## config.mk

```make
export PLATFORM = sky130hd
export DESIGN_NAME = kuj_divsqrt
export DESIGN_NICKNAME = d
export VERILOG_FILES = /design/src/rtl/kuj_pkg.sv /design/src/rtl/kuj_divsqrt.sv
export SDC_FILE = /design/constraint.sdc
export NUM_CORES = 1
export LEC_CHECK = 0
export BUFFER_PORTS_ARGS = -buffer_cell sky130_fd_sc_hd__buf_2
export CORE_AREA = 2 2 184 186
export DETAILED_ROUTE_END_ITERATION = 8
export DIE_AREA = 0 0 186 188
export PLACE_DENSITY_LB_ADDON = 0.05
export SKIP_LAST_GASP = 1
export SYNTH_ARGS = -nofsm -noshare
export SYNTH_HDL_FRONTEND = slang
export SYNTH_SLANG_ARGS = --single-unit
```

## constraint.sdc

```tcl
create_clock -name clk -period 12.6 [get_ports clk]
set_input_delay 1.26 -clock clk [delete_from_list [all_inputs] [get_ports clk]]
set_output_delay 1.26 -clock clk [all_outputs]
set_load 0.02 [all_outputs]
```

## src/rtl/kuj_pkg.sv

```systemverilog
// ----------------------------------------------------------------------------
// kuj_pkg
// Shared types, codes and helpers for the Joseph-form Kalman update block.
// ----------------------------------------------------------------------------
`default_nettype none

package kuj_pkg;

    localparam int MAX_STATE_DEF = 8;
    localparam int MAX_MEAS_DEF  = 8;
    localparam int FRAC_BITS_DEF = 16;

    // reset value of the P_INIT configuration register
    localparam logic [30:0] P_INIT_RST = 31'd65536;

    // configuration register indexes
    localparam logic [1:0] CFG_P_INIT  = 2'd0;
    localparam logic [1:0] CFG_N_STATE = 2'd1;
    localparam logic [1:0] CFG_N_MEAS  = 2'd2;

    // command codes
    localparam logic [2:0] CMD_LOAD_Q  = 3'd0;
    localparam logic [2:0] CMD_LOAD_R  = 3'd1;
    localparam logic [2:0] CMD_LOAD_X  = 3'd2;
    localparam logic [2:0] CMD_LOAD_A  = 3'd3;
    localparam logic [2:0] CMD_LOAD_B  = 3'd4;
    localparam logic [2:0] CMD_RUN     = 3'd5;
    localparam logic [2:0] CMD_RESET_P = 3'd6;

    // regions of the matrix store; the first four are cleared after reset, P to its initial diagonal
    typedef enum logic [3:0] {
        REG_P, REG_Q, REG_R, REG_X, REG_A, REG_B, REG_PW, REG_AP,
        REG_S, REG_L, REG_Y, REG_Z, REG_IN, REG_IKH, REG_T, REG_KR
    } region_t;

    typedef enum logic [3:0] {
        ST_CLR, ST_IDLE, ST_INIT_RD, ST_INIT_AC, ST_MAC_RD, ST_MAC_MUL,
        ST_MAC_ACC, ST_FIN, ST_DIAG_RD, ST_DS_GO, ST_DS_WAIT, ST_NEXT,
        ST_EMIT_RD, ST_EMIT_LD
    } state_t;

    typedef enum logic [3:0] {
        PH_PQ, PH_AP, PH_S, PH_CHOL, PH_FWD, PH_BWD, PH_INNOV, PH_XN,
        PH_IKH, PH_T, PH_KR, PH_PN
    } phase_t;

    typedef enum logic [1:0] {
        INIT_ZERO, INIT_A, INIT_AB, INIT_EYE
    } init_t;

    typedef enum logic [1:0] {
        FIN_STORE, FIN_CHOL, FIN_DIV
    } fin_t;

    typedef enum logic {
        DS_DIV, DS_SQRT
    } ds_mode_t;

    typedef struct packed {
        logic        start;
        ds_mode_t    mode;
        logic [31:0] num;
        logic [31:0] den;
    } ds_req_t;

    typedef struct packed {
        logic        done;
        logic [31:0] res;
    } ds_rsp_t;

    function automatic logic [31:0] sat32(input logic [63:0] v);
        logic [31:0] r;
        if (!v[63] && (|v[62:31])) r = 32'h7fff_ffff;
        else if (v[63] && !(&v[62:31])) r = 32'h8000_0000;
        else r = v[31:0];
        return r;
    endfunction

endpackage

`default_nettype wire

```

## src/rtl/kuj_divsqrt.sv

```systemverilog
// ----------------------------------------------------------------------------
// kuj_divsqrt
// Shared radix-2 unit: fixed-point quotient with saturation, or integer
// square root of a value scaled up by the fraction bits. One bit a cycle.
// ----------------------------------------------------------------------------
`default_nettype none

module kuj_divsqrt #(
    parameter int FRAC_BITS = kuj_pkg::FRAC_BITS_DEF
) (
    input  logic             clk,
    input  logic             rst_n,
    input  kuj_pkg::ds_req_t req,
    output kuj_pkg::ds_rsp_t rsp
);
    import kuj_pkg::*;

    localparam int NW   = 32 + FRAC_BITS;
    localparam int SQN  = (NW + 1) / 2;
    localparam int SW   = 2 * SQN;
    localparam int RW   = (SQN + 2 > 33) ? SQN + 2 : 33;
    localparam int CNTW = $clog2(NW + 1);

    logic            busy_reg;
    logic [CNTW-1:0] cnt_reg;
    logic            done_reg;
    ds_mode_t        mode_reg;
    logic            neg_reg;
    logic [SW-1:0]   shf_reg;
    logic [RW-1:0]   rem_reg;
    logic [NW-1:0]   q_reg;
    logic [31:0]     den_reg;
    logic [31:0]     res_reg;

    logic [RW-1:0]   rem_sh;
    logic [RW-1:0]   sub_op;
    logic            fits;
    logic [CNTW-1:0] steps;
    logic [31:0]     mag;
    logic            ovf_p;
    logic            ovf_n;
    logic [31:0]     res_fin;
    logic            start_ok;

    assign start_ok = !busy_reg && req.start;
    assign mag      = req.num[31] ? (32'd0 - req.num) : req.num;

    always_comb
    begin
        if (mode_reg == DS_DIV)
        begin
            rem_sh = {rem_reg[RW-2:0], shf_reg[SW-1]};
            sub_op = RW'(den_reg);
            steps  = CNTW'(NW);
        end
        else
        begin
            rem_sh = {rem_reg[RW-3:0], shf_reg[SW-1:SW-2]};
            sub_op = {q_reg[RW-3:0], 2'b01};
            steps  = CNTW'(SQN);
        end
        fits  = rem_sh >= sub_op;
        ovf_p = |q_reg[NW-1:31];
        ovf_n = (|q_reg[NW-1:32]) || (q_reg[31] && (|q_reg[30:0]));
        if (mode_reg == DS_SQRT) res_fin = q_reg[31:0];
        else if (neg_reg) res_fin = ovf_n ? 32'h8000_0000 : (32'd0 - q_reg[31:0]);
        else res_fin = ovf_p ? 32'h7fff_ffff : q_reg[31:0];
    end

    always_ff @(posedge clk or negedge rst_n)
    begin
        if (!rst_n)
        begin
            busy_reg <= 1'b0;
            cnt_reg  <= '0;
            done_reg <= 1'b0;
        end
        else
        begin
            done_reg <= 1'b0;
            if (start_ok)
            begin
                busy_reg <= 1'b1;
                cnt_reg  <= '0;
            end
            else if (busy_reg)
            begin
                if (cnt_reg == steps)
                begin
                    busy_reg <= 1'b0;
                    done_reg <= 1'b1;
                end
                else
                begin
                    cnt_reg <= cnt_reg + CNTW'(1);
                end
            end
        end
    end

    always_ff @(posedge clk)
    begin
        if (start_ok)
        begin
            mode_reg <= req.mode;
            neg_reg  <= (req.mode == DS_DIV) && req.num[31];
            den_reg  <= req.den;
            rem_reg  <= '0;
            q_reg    <= '0;
            if (req.mode == DS_DIV)
                shf_reg <= SW'({mag, {FRAC_BITS{1'b0}}}) << (SW - NW);
            else
                shf_reg <= SW'({req.num[30:0], {FRAC_BITS{1'b0}}});
        end
        else if (busy_reg)
        begin
            if (cnt_reg == steps)
            begin
                res_reg <= res_fin;
            end
            else
            begin
                rem_reg <= fits ? (rem_sh - sub_op) : rem_sh;
                q_reg   <= {q_reg[NW-2:0], fits};
                shf_reg <= (mode_reg == DS_DIV) ? (shf_reg << 1) : (shf_reg << 2);
            end
        end
    end

    assign rsp = '{done: done_reg, res: res_reg};

endmodule

`default_nettype wire

```

==> impl_metrics.toml, run 1 <==
[route]
ant_nets = 0
drt_iter0_drc = 577
wirelength_um = 33300
routedWlPerCell_um = 18.8
dr.pass1.iters = 5
vias_per_cell = 5.36
vias = 9470
drcViolationCount = 0

[clocking]
clock_latency_ns = 0.46
cts_setup_buffers = 0
cts_hold_repair.buffers = 0
cts_tree = "done"
clockBufferDepth = 2
root_buffer = "clkbuf_16"
clk_pin_slew_ns = 0.08
clock_sinks = 186
cts_buffers = 17
postCtsResizedCells = 0
cts_htree_levels = 4

[power_and_ir_drop]
power_switching_w = 0.00161
p_leak_nw = 5.07
power_frac_clock_pct = 15.2
total_power_w = 0.00353
p_per_area_nw_per_um2 = 277
share_comb_of_total_power_pct = 53.4
p_seq_share_pct = 31.4
p_sw_share_pct = 45.7
p_int_w = 0.00192
ir_worst_vdd_uv = 130

[sta]
setup_violations = 0
relSlewSlack_pct = 23.6
hold_viol = 0
totalNegativeSetupSlack_ns = 0
fmax_mhz = 204
rsz0062_at_grt = "false"
finalMaxSlewViolations = 0
finalCriticalPeriod_ns = 4.90
worstMarginPinSlew_ns = 1.14
finalCritPeriodShare_pct = 38.9
clock_skew_ns = 0.0180

[critical_path]
crit_buf_inv = 1
critPathMaxFanout = 128
cp_top_family = "compound AO/OA/AOI/OAI gates"
crit_chain = "buf_12 -> mux2_2 -> ha_1 -> nand2_1 -> nor2_1 -> a211oi_1 -> nand2_1 -> o211ai_1 -> a21oi_1 -> nor2_2 -> o311ai_0"
r2r-start = "mode_reg"
worstPathRequired_ns = 12.89
cp-end-kind = "flip-flop"
slowest_delay_ns = 0.88
crit_top_cell = "nand2_1"
crit_arrival_ns = 5.19
critical_path_class = "flip-flop to flip-flop"
slowest_stage = "nor2_2"
r2r_setup_slack_ns = 7.70
reg2regPathDepth = 11
reg2reg_to = "rem_reg[14]"
startpoint_type = "flip-flop"

[floorplan]
pin_count = 101
die_area_um2 = 35000
die_w_um = 186
core_um2 = 33100
num_rows = 67
initial_core_util_pct = 34.3
chipHeight_um = 188

[final_layout]
diodes = 0
layout.nets = 1412
largest_reg_flops = 48
fin_area_um2 = 12700
area_growth_pct = 12.3
drive_above_1_share_pct = 14.5
n_fill_cell = 3375

[min_path]
holdPathStages = 2
hp-class = "flip-flop to flip-flop"
worstHoldEndpoint = "q_reg[41]"
worstHoldStart = "q_reg[40]"

[yosys]
synth_edf_count = 98
netlist_instances = 1265
ys_ff_latch = 186
synthFlopType = "edfxtp_1"
yosysSeqAreaShare_pct = 41.8
async_reset_ff_share_pct = 4.30
synth_cell_types = 69
syn_avg_cell_area_um2 = 8.97
yosys_warnings = 0
synth_nets = 1371
synth_area_um2 = 11400

[placement]
port_buffers = 100
dpl.hpwl_um = 23000
gp_congestion = 0.843
dpl_cell_area_um2 = 12200

[grt]
overflow = 0
grt_pass1_vias = 9428
antenna_found_initial = 0
grt_usage_pct = 19.6
grt_max_degree = 129
grt_pass1_wl_um = 53300

[status]
outcome = "completed"

[flow_run]
drv_cap = 0
## worst min-delay path, stage by stage, from the launching register on
cell and delay [ns]:
dfxtp_1 0.33, nand2_1 0.06, nand2_1 0.04
## synth_stat cells, types with 10 or more instances
master	instances	area, um2
o31a_1	15	131
a211oi_1	15	113
dfxtp_1	80	1600
o31ai_1	10	75.1
or3_1	16	100
a21o_1	17	128
o311ai_0	17	149
nand2_1	204	766
xnor2_1	34	298
and3_1	11	68.8
nand3_1	61	305
and2_1	14	87.6
mux2_2	32	360
a31oi_1	11	68.8
buf_1	12	45.0
inv_1	28	105
nand2b_1	10	62.6
nand4_1	27	169
a21oi_1	67	335
clkbuf_1	71	267
nor2_1	55	206
nor4_1	15	93.8
nor3_1	25	125
mux2i_1	60	601
edfxtp_1	98	2940
o21ai_0	94	470
xor2_1	19	166
ha_1	37	463
## cells by family (layout without fill, tap and decap cells)
group | count (synthesis) | count (layout) | synth area share (%)
compound gates | 315 | 315 | 18.0
xor+xnor | 53 | 53 | 4.09
fa+ha+maj | 38 | 38 | 4.25
buf+inv | 116 | 170 | 4.02
flops | 186 | 186 | 41.8
mux | 92 | 92 | 8.47
simple gates | 465 | 465 | 19.4
## power groups by stage
stage               clock network, W  registers [W]  logic (W)
CTS                         0.000555        0.00111    0.00189
floorplan                          0        0.00101    0.00146
global placement                   0        0.00112    0.00189
global route                0.000576        0.00114    0.00213
detailed placement                 0        0.00112    0.00189
finish                      0.000538        0.00111    0.00189
## worst max path at each step
stage | slack, ns | endpoint | cells past startpoint | start
2_1_floorplan | 7.97 | rem_reg[18] | 16 | mode_reg
3_3_place_gp | 7.95 | rem_reg[20] | 11 | mode_reg
3_5_place_dp | 7.82 | rem_reg[2] | 11 | mode_reg
4_1_cts | 7.79 | rem_reg[2] | 11 | mode_reg
5_1_grt | 7.26 | rem_reg[19] | 11 | mode_reg
6_report | 7.70 | rem_reg[14] | 11 | mode_reg
## layout by cell type, fill, tap and decap left out, types with 16 or more instances in the layout
cell type	n
a21o_1	17
a21oi_1	66
buf_2	100
clkbuf_16	17
dfxtp_1	80
edfxtp_1	98
ha_1	37
inv_1	27
mux2_2	32
mux2i_1	60
nand2_1	204
nand3_1	61
nand4_1	27
nor2_1	53
nor3_1	25
o21ai_0	94
o311ai_0	17
or3_1	16
xnor2_1	34
xor2_1	19
## cell type report
cell class	count	area, um2	area share [%]
Clock buffer	18	429	3.37
Multi-Input combinational cell	963	6170	48.4
Clock inverter	14	143	1.12
Timing Repair Buffer	110	588	4.62
Sequential cell	186	4740	37.2
Inverter	28	106	0.835
Tap cell	448	561	4.40
## per-layer routing
layer / global-route usage [%] / up-vias / share of wire, %
li1: - / 4748 / -
met1: 27.2 / 4504 / 49
met2: 31.2 / 195 / 46
met3: 3.36 / 23 / 3.4
met4: 5.39 / 0 / 1.7
met5: 0 / - / 0
## metrics by stage
stage               util, %  worst slack (ns)  hold WS (ns)  std cells
detailed placement     36.8              7.82         0.447       1735
floorplan                 -              7.97         0.431       1265
global placement       36.8              7.95         0.443       1735
finish                 38.5              7.70         0.452       1767
CTS                    38.5              7.79         0.459       1767
global route           38.5              7.26         0.479       1767
Power figures use the tool's default switching activity.
==> run 2, diff against run 1 <==
Clock period 12.6 ns to 4.5 ns, I/O delays scaled along.
==> impl_metrics.toml, run 2 (synthesized netlist as in run 1, its figures left out) <==
[floorplan]
initial_core_util_pct = 34.3
core_um2 = 33100
num_rows = 67
die_w_um = 186
die_area_um2 = 35000
chipHeight_um = 188
pin_count = 101

[clocking]
root_buffer = "clkbuf_16"
postCtsResizedCells = 0
cts_buffers = 17
cts_setup_buffers = 0
clockBufferDepth = 2
cts_htree_levels = 4
clock_sinks = 186
clk_pin_slew_ns = 0.08
cts_tree = "done"
clock_latency_ns = 0.46

[sta]
clock_skew_ns = 0.0125
setup_violations = 0
totalNegativeSetupSlack_ns = 0
worstMarginPinSlew_ns = 0.906
finalCritPeriodShare_pct = 87.6
finalCriticalPeriod_ns = 3.94
relSlewSlack_pct = 39.6
hold_viol = 0
finalMaxSlewViolations = 0
fmax_mhz = 254
rsz0062_at_grt = "false"
layout_setup_ws_ns = 0.557

[final_layout]
fin_area_um2 = 13000
area_growth_pct = 14.2
n_fill_cell = 3403
layout_commonest_cell = "nand2_1"
final_cells = 1788
drive_above_1_share_pct = 15.6
utilization_pct = 39.1
mostFrequentLayoutCells = "nand2_1 (204), buf_2 (100), edfxtp_1 (98), o21ai_0 (94), dfxtp_1 (80)"
layout.nets = 1431
largest_reg_flops = 48

[critical_path]
critPathMaxFanout = 58
startpoint_type = "flip-flop"
startpoint = "mode_reg"
worstPathRequired_ns = 4.83
cp-end-kind = "flip-flop"
crit_arrival_ns = 4.27
r2r-start = "mode_reg"
critical_path_class = "flip-flop to flip-flop"

[route]
routedWlPerCell_um = 18.7
vias = 9572
dr.pass1.iters = 7
drt_iter0_drc = 620
drcViolationCount = 0
wirelength_um = 33500
ant_nets = 0
vias_per_cell = 5.35

[grt]
grt.busiest_layer = "met2"
grt_pass1_vias = 9260
grt_pass1_wl_um = 52700
grt_usage_pct = 19.5
antenna_found_initial = 4
overflow = 0
met2_usage_pct = 31.5
met1_usage_pct = 26.6
grt_max_degree = 59
use_met3_pct = 3.36

[flow_run]
drv_cap = 0

[status]
outcome = "completed"

[placement]
dpl_worst_slack_ns = 0.615
dpl_cell_area_um2 = 12300
dp.cells = 1753
dpl.hpwl_um = 23800
gp_congestion = 0.842
port_buffers = 100

[power_and_ir_drop]
ir_worst_vdd_uv = 350
p_per_area_nw_per_um2 = 775
p_leak_nw = 5.21

[min_path]
hp-class = "primary input to flip-flop"
worstHoldStart = "req[14]"
-- run 2: cell types whose count changed in the layout (fill, tap and decap cells not counted), sizes merged --
| cell | delta |
|---|---|
| buf | +18 |
| clkinvlp | -4 |
| clkinv | +3 |
| inv | +3 |
| diode | +2 |
| bufinv | -1 |
| clkbuf | -1 |
| dlygate4sd3 | +1 |
-- run 2: metrics by stage --
stage                     total power (W)  hold slack [ns]
after floorplan                   0.00694            0.154
after detailed placement          0.00855            0.315
after CTS                          0.0101            0.146
after global routing               0.0109            0.136
after global placement            0.00856            0.311
final                              0.0100            0.166
-- run 2: worst paths after layout --
check                              end  slack, ns  cells past startpoint
setup reg to reg           rem_reg[13]       0.56                     11
hold / removal             den_reg[14]       0.17                      1
hold reg to reg              q_reg[43]       0.46                      2
max in group asynchronous   cnt_reg[0]       3.96                      2
setup / recovery           rem_reg[13]       0.56                     11
min in group asynchronous     busy_reg       0.36                      2
-- run 2: metal layers --
layer / part of all wire, % / vias to the layer above
li1: - / 4786
met1: 47 / 4516
met2: 46 / 233
met3: 4.3 / 35
met4: 1.9 / 2
met5: 0.039 / -
-- run 2: final cells by class --
type	instances	area (um2)	share of cell area (%)
diodes	2	5.00	0.0386
clock buffers	17	425	3.28
clock inverters	15	176	1.36
inverters	28	106	0.821
multi-input cells	963	6170	47.6
flip-flops and latches	186	4740	36.6
well taps	448	561	4.33
repair buffers	129	771	5.95
-- run 2: critical path, cell delays in order (launching register included) --
cell	delay, ns
edfxtp_1	0.40
buf_12	0.33
buf_4	0.37
mux2_2	0.39
ha_1	0.41
nand4_1	0.18
nor2_1	0.28
nand3_1	0.14
a21oi_1	0.55
nor2_1	0.14
buf_4	0.23
o311ai_0	0.34
-- run 2: repair_timing --
item | CTS | global route
setup endpoints to repair | 0 | 0
endpoints found under the hold margin | 8 | 0
hold buffers | 1 | 0
-- run 2: power breakdown --
part / switching [W] / internal, W
Combinational: 0.00321 / 0.00221
Clock: 0.000783 / 0.000752
Sequential: 0.000576 / 0.00252
Total: 0.00457 / 0.00548
==> run 3, diff against run 2 <==
Settings changed: CORE_AREA 2 2 184 186 to 2 2 147 149, DIE_AREA 0 0 186 188 to 0 0 149 151, REMOVE_ABC_BUFFERS set to 1.
==> impl_metrics.toml, run 3 (synthesized netlist as in run 1, its figures left out) <==
[sta]
rsz0062_at_grt = "false"
hold_slack_ns = 0.168
layout_setup_ws_ns = 0.392
setup_violations = 0
worstMarginPinSlew_ns = 1.16
finalCriticalPeriod_ns = 4.11
finalMaxSlewViolations = 0
fmax_mhz = 243
hold_viol = 0
clock_skew_ns = 0.0188
relSlewSlack_pct = 22.4
finalCritPeriodShare_pct = 91.3

[grt]
grt_usage_pct = 26.0
antenna_found_initial = 1
grt_pass1_vias = 8950
overflow = 0
grt_max_degree = 101
grt_pass1_wl_um = 46300

[route]
drcViolationCount = 0
dr.pass1.iters = 7
routedWlPerCell_um = 17.9
vias_per_cell = 5.98
ant_nets = 0
drt_iter0_drc = 808
vias = 9641
wirelength_um = 28800

[power_and_ir_drop]
ir_worst_vdd_uv = 318
p_sw_share_pct = 45.2
p_seq_share_pct = 30.8
p_leak_nw = 5.20
p_int_w = 0.00546
p_per_area_nw_per_um2 = 784
power_switching_w = 0.00451
share_comb_of_total_power_pct = 53.5
power_frac_clock_pct = 15.6
total_power_w = 0.00997

[floorplan]
die_area_um2 = 22500
die_w_um = 149
initial_core_util_pct = 54.5
core_um2 = 20800
num_rows = 53
chipHeight_um = 151
pin_count = 101

[final_layout]
layout.nets = 1429
layout_commonest_cell = "nand2_1"
final_cells = 1611
diodes = 0
utilization_pct = 61.0
largest_reg_flops = 48
area_growth_pct = 12.0
drive_above_1_share_pct = 15.5
mostFrequentLayoutCells = "nand2_1 (204), buf_2 (100), edfxtp_1 (98), o21ai_0 (94), dfxtp_1 (80)"

[flow_run]
drv_cap = 0

[critical_path]
startpoint_type = "flip-flop"
crit_buf_inv = 3
critical_path_class = "flip-flop to flip-flop"
slowest_stage = "a21oi_1"
crit_arrival_ns = 4.43
cp_top_family = "compound AO/OA/AOI/OAI gates"
cp-end-kind = "flip-flop"
crit_chain = "buf_12 -> buf_12 -> mux2i_1 -> ha_1 -> o21ai_0 -> o21ai_0 -> a22o_1 -> o211ai_1 -> a21oi_1 -> nor2_1 -> buf_4 -> o311ai_0"
critPathMaxFanout = 44
slowest_delay_ns = 0.56
worstPathRequired_ns = 4.82

[clocking]
postCtsResizedCells = 0
cts_tree = "done"
root_buffer = "clkbuf_16"
clock_latency_ns = 0.46
cts_hold_repair.buffers = 1
cts_htree_levels = 4
cts_buffers = 17
clockBufferDepth = 2
clock_sinks = 186
clk_pin_slew_ns = 0.08
cts_setup_buffers = 0

[placement]
port_buffers = 100
dp.cells = 1578
dpl_worst_slack_ns = 0.518
gp_congestion = 0.934
dpl.hpwl_um = 19900

[min_path]
hp-class = "primary input to flip-flop"

[status]
outcome = "completed"
==> run 3: metal layers <==
layer	track usage (%)	up-vias	part of all wire, %
met2	42.3	327	46
met1	34.1	4469	45
met5	0	-	0
met4	11.0	0	3.2
li1	-	4789	-
met3	4.61	56	5.4
==> run 3: final cells by class <==
class / count / area, um2
timing repair buffer: 127 / 731
fill: 1797 / 8110
inverter: 28 / 106
clock inverter: 15 / 191
clock buffer: 17 / 425
sequential: 186 / 4740
tap: 275 / 344
multi-input combinational: 963 / 6170
==> run 3: power groups by stage <==
stage / clock (W) / combinational [W] / sequential (W)
4_1_cts: 0.00159 / 0.00528 / 0.00306
3_3_place_gp: 0 / 0.00519 / 0.00309
5_1_grt: 0.00165 / 0.00594 / 0.00315
3_5_place_dp: 0 / 0.00524 / 0.00310
2_1_floorplan: 0 / 0.00389 / 0.00294
6_report: 0.00156 / 0.00534 / 0.00307
==> run 3: worst paths after layout <==
path	to	from	depth (start not counted)	slack (ns)
setup / recovery	rem_reg[5]	mode_reg	12	0.39
hold / removal	den_reg[24]	req[24]	1	0.17
setup reg to reg	rem_reg[5]	mode_reg	12	0.39
hold reg to reg	q_reg[37]	q_reg[36]	2	0.46
max in group asynchronous	cnt_reg[0]	rst_n	2	3.96
min in group asynchronous	cnt_reg[1]	rst_n	2	0.36
==> run 3: stage by stage <==
step	area (um2)	setup TNS (ns)
floorplan	11000	-382.24
global placement	12100	0
detailed placement	12100	0
CTS	12700	0
global route	12700	0
finish	12700	0
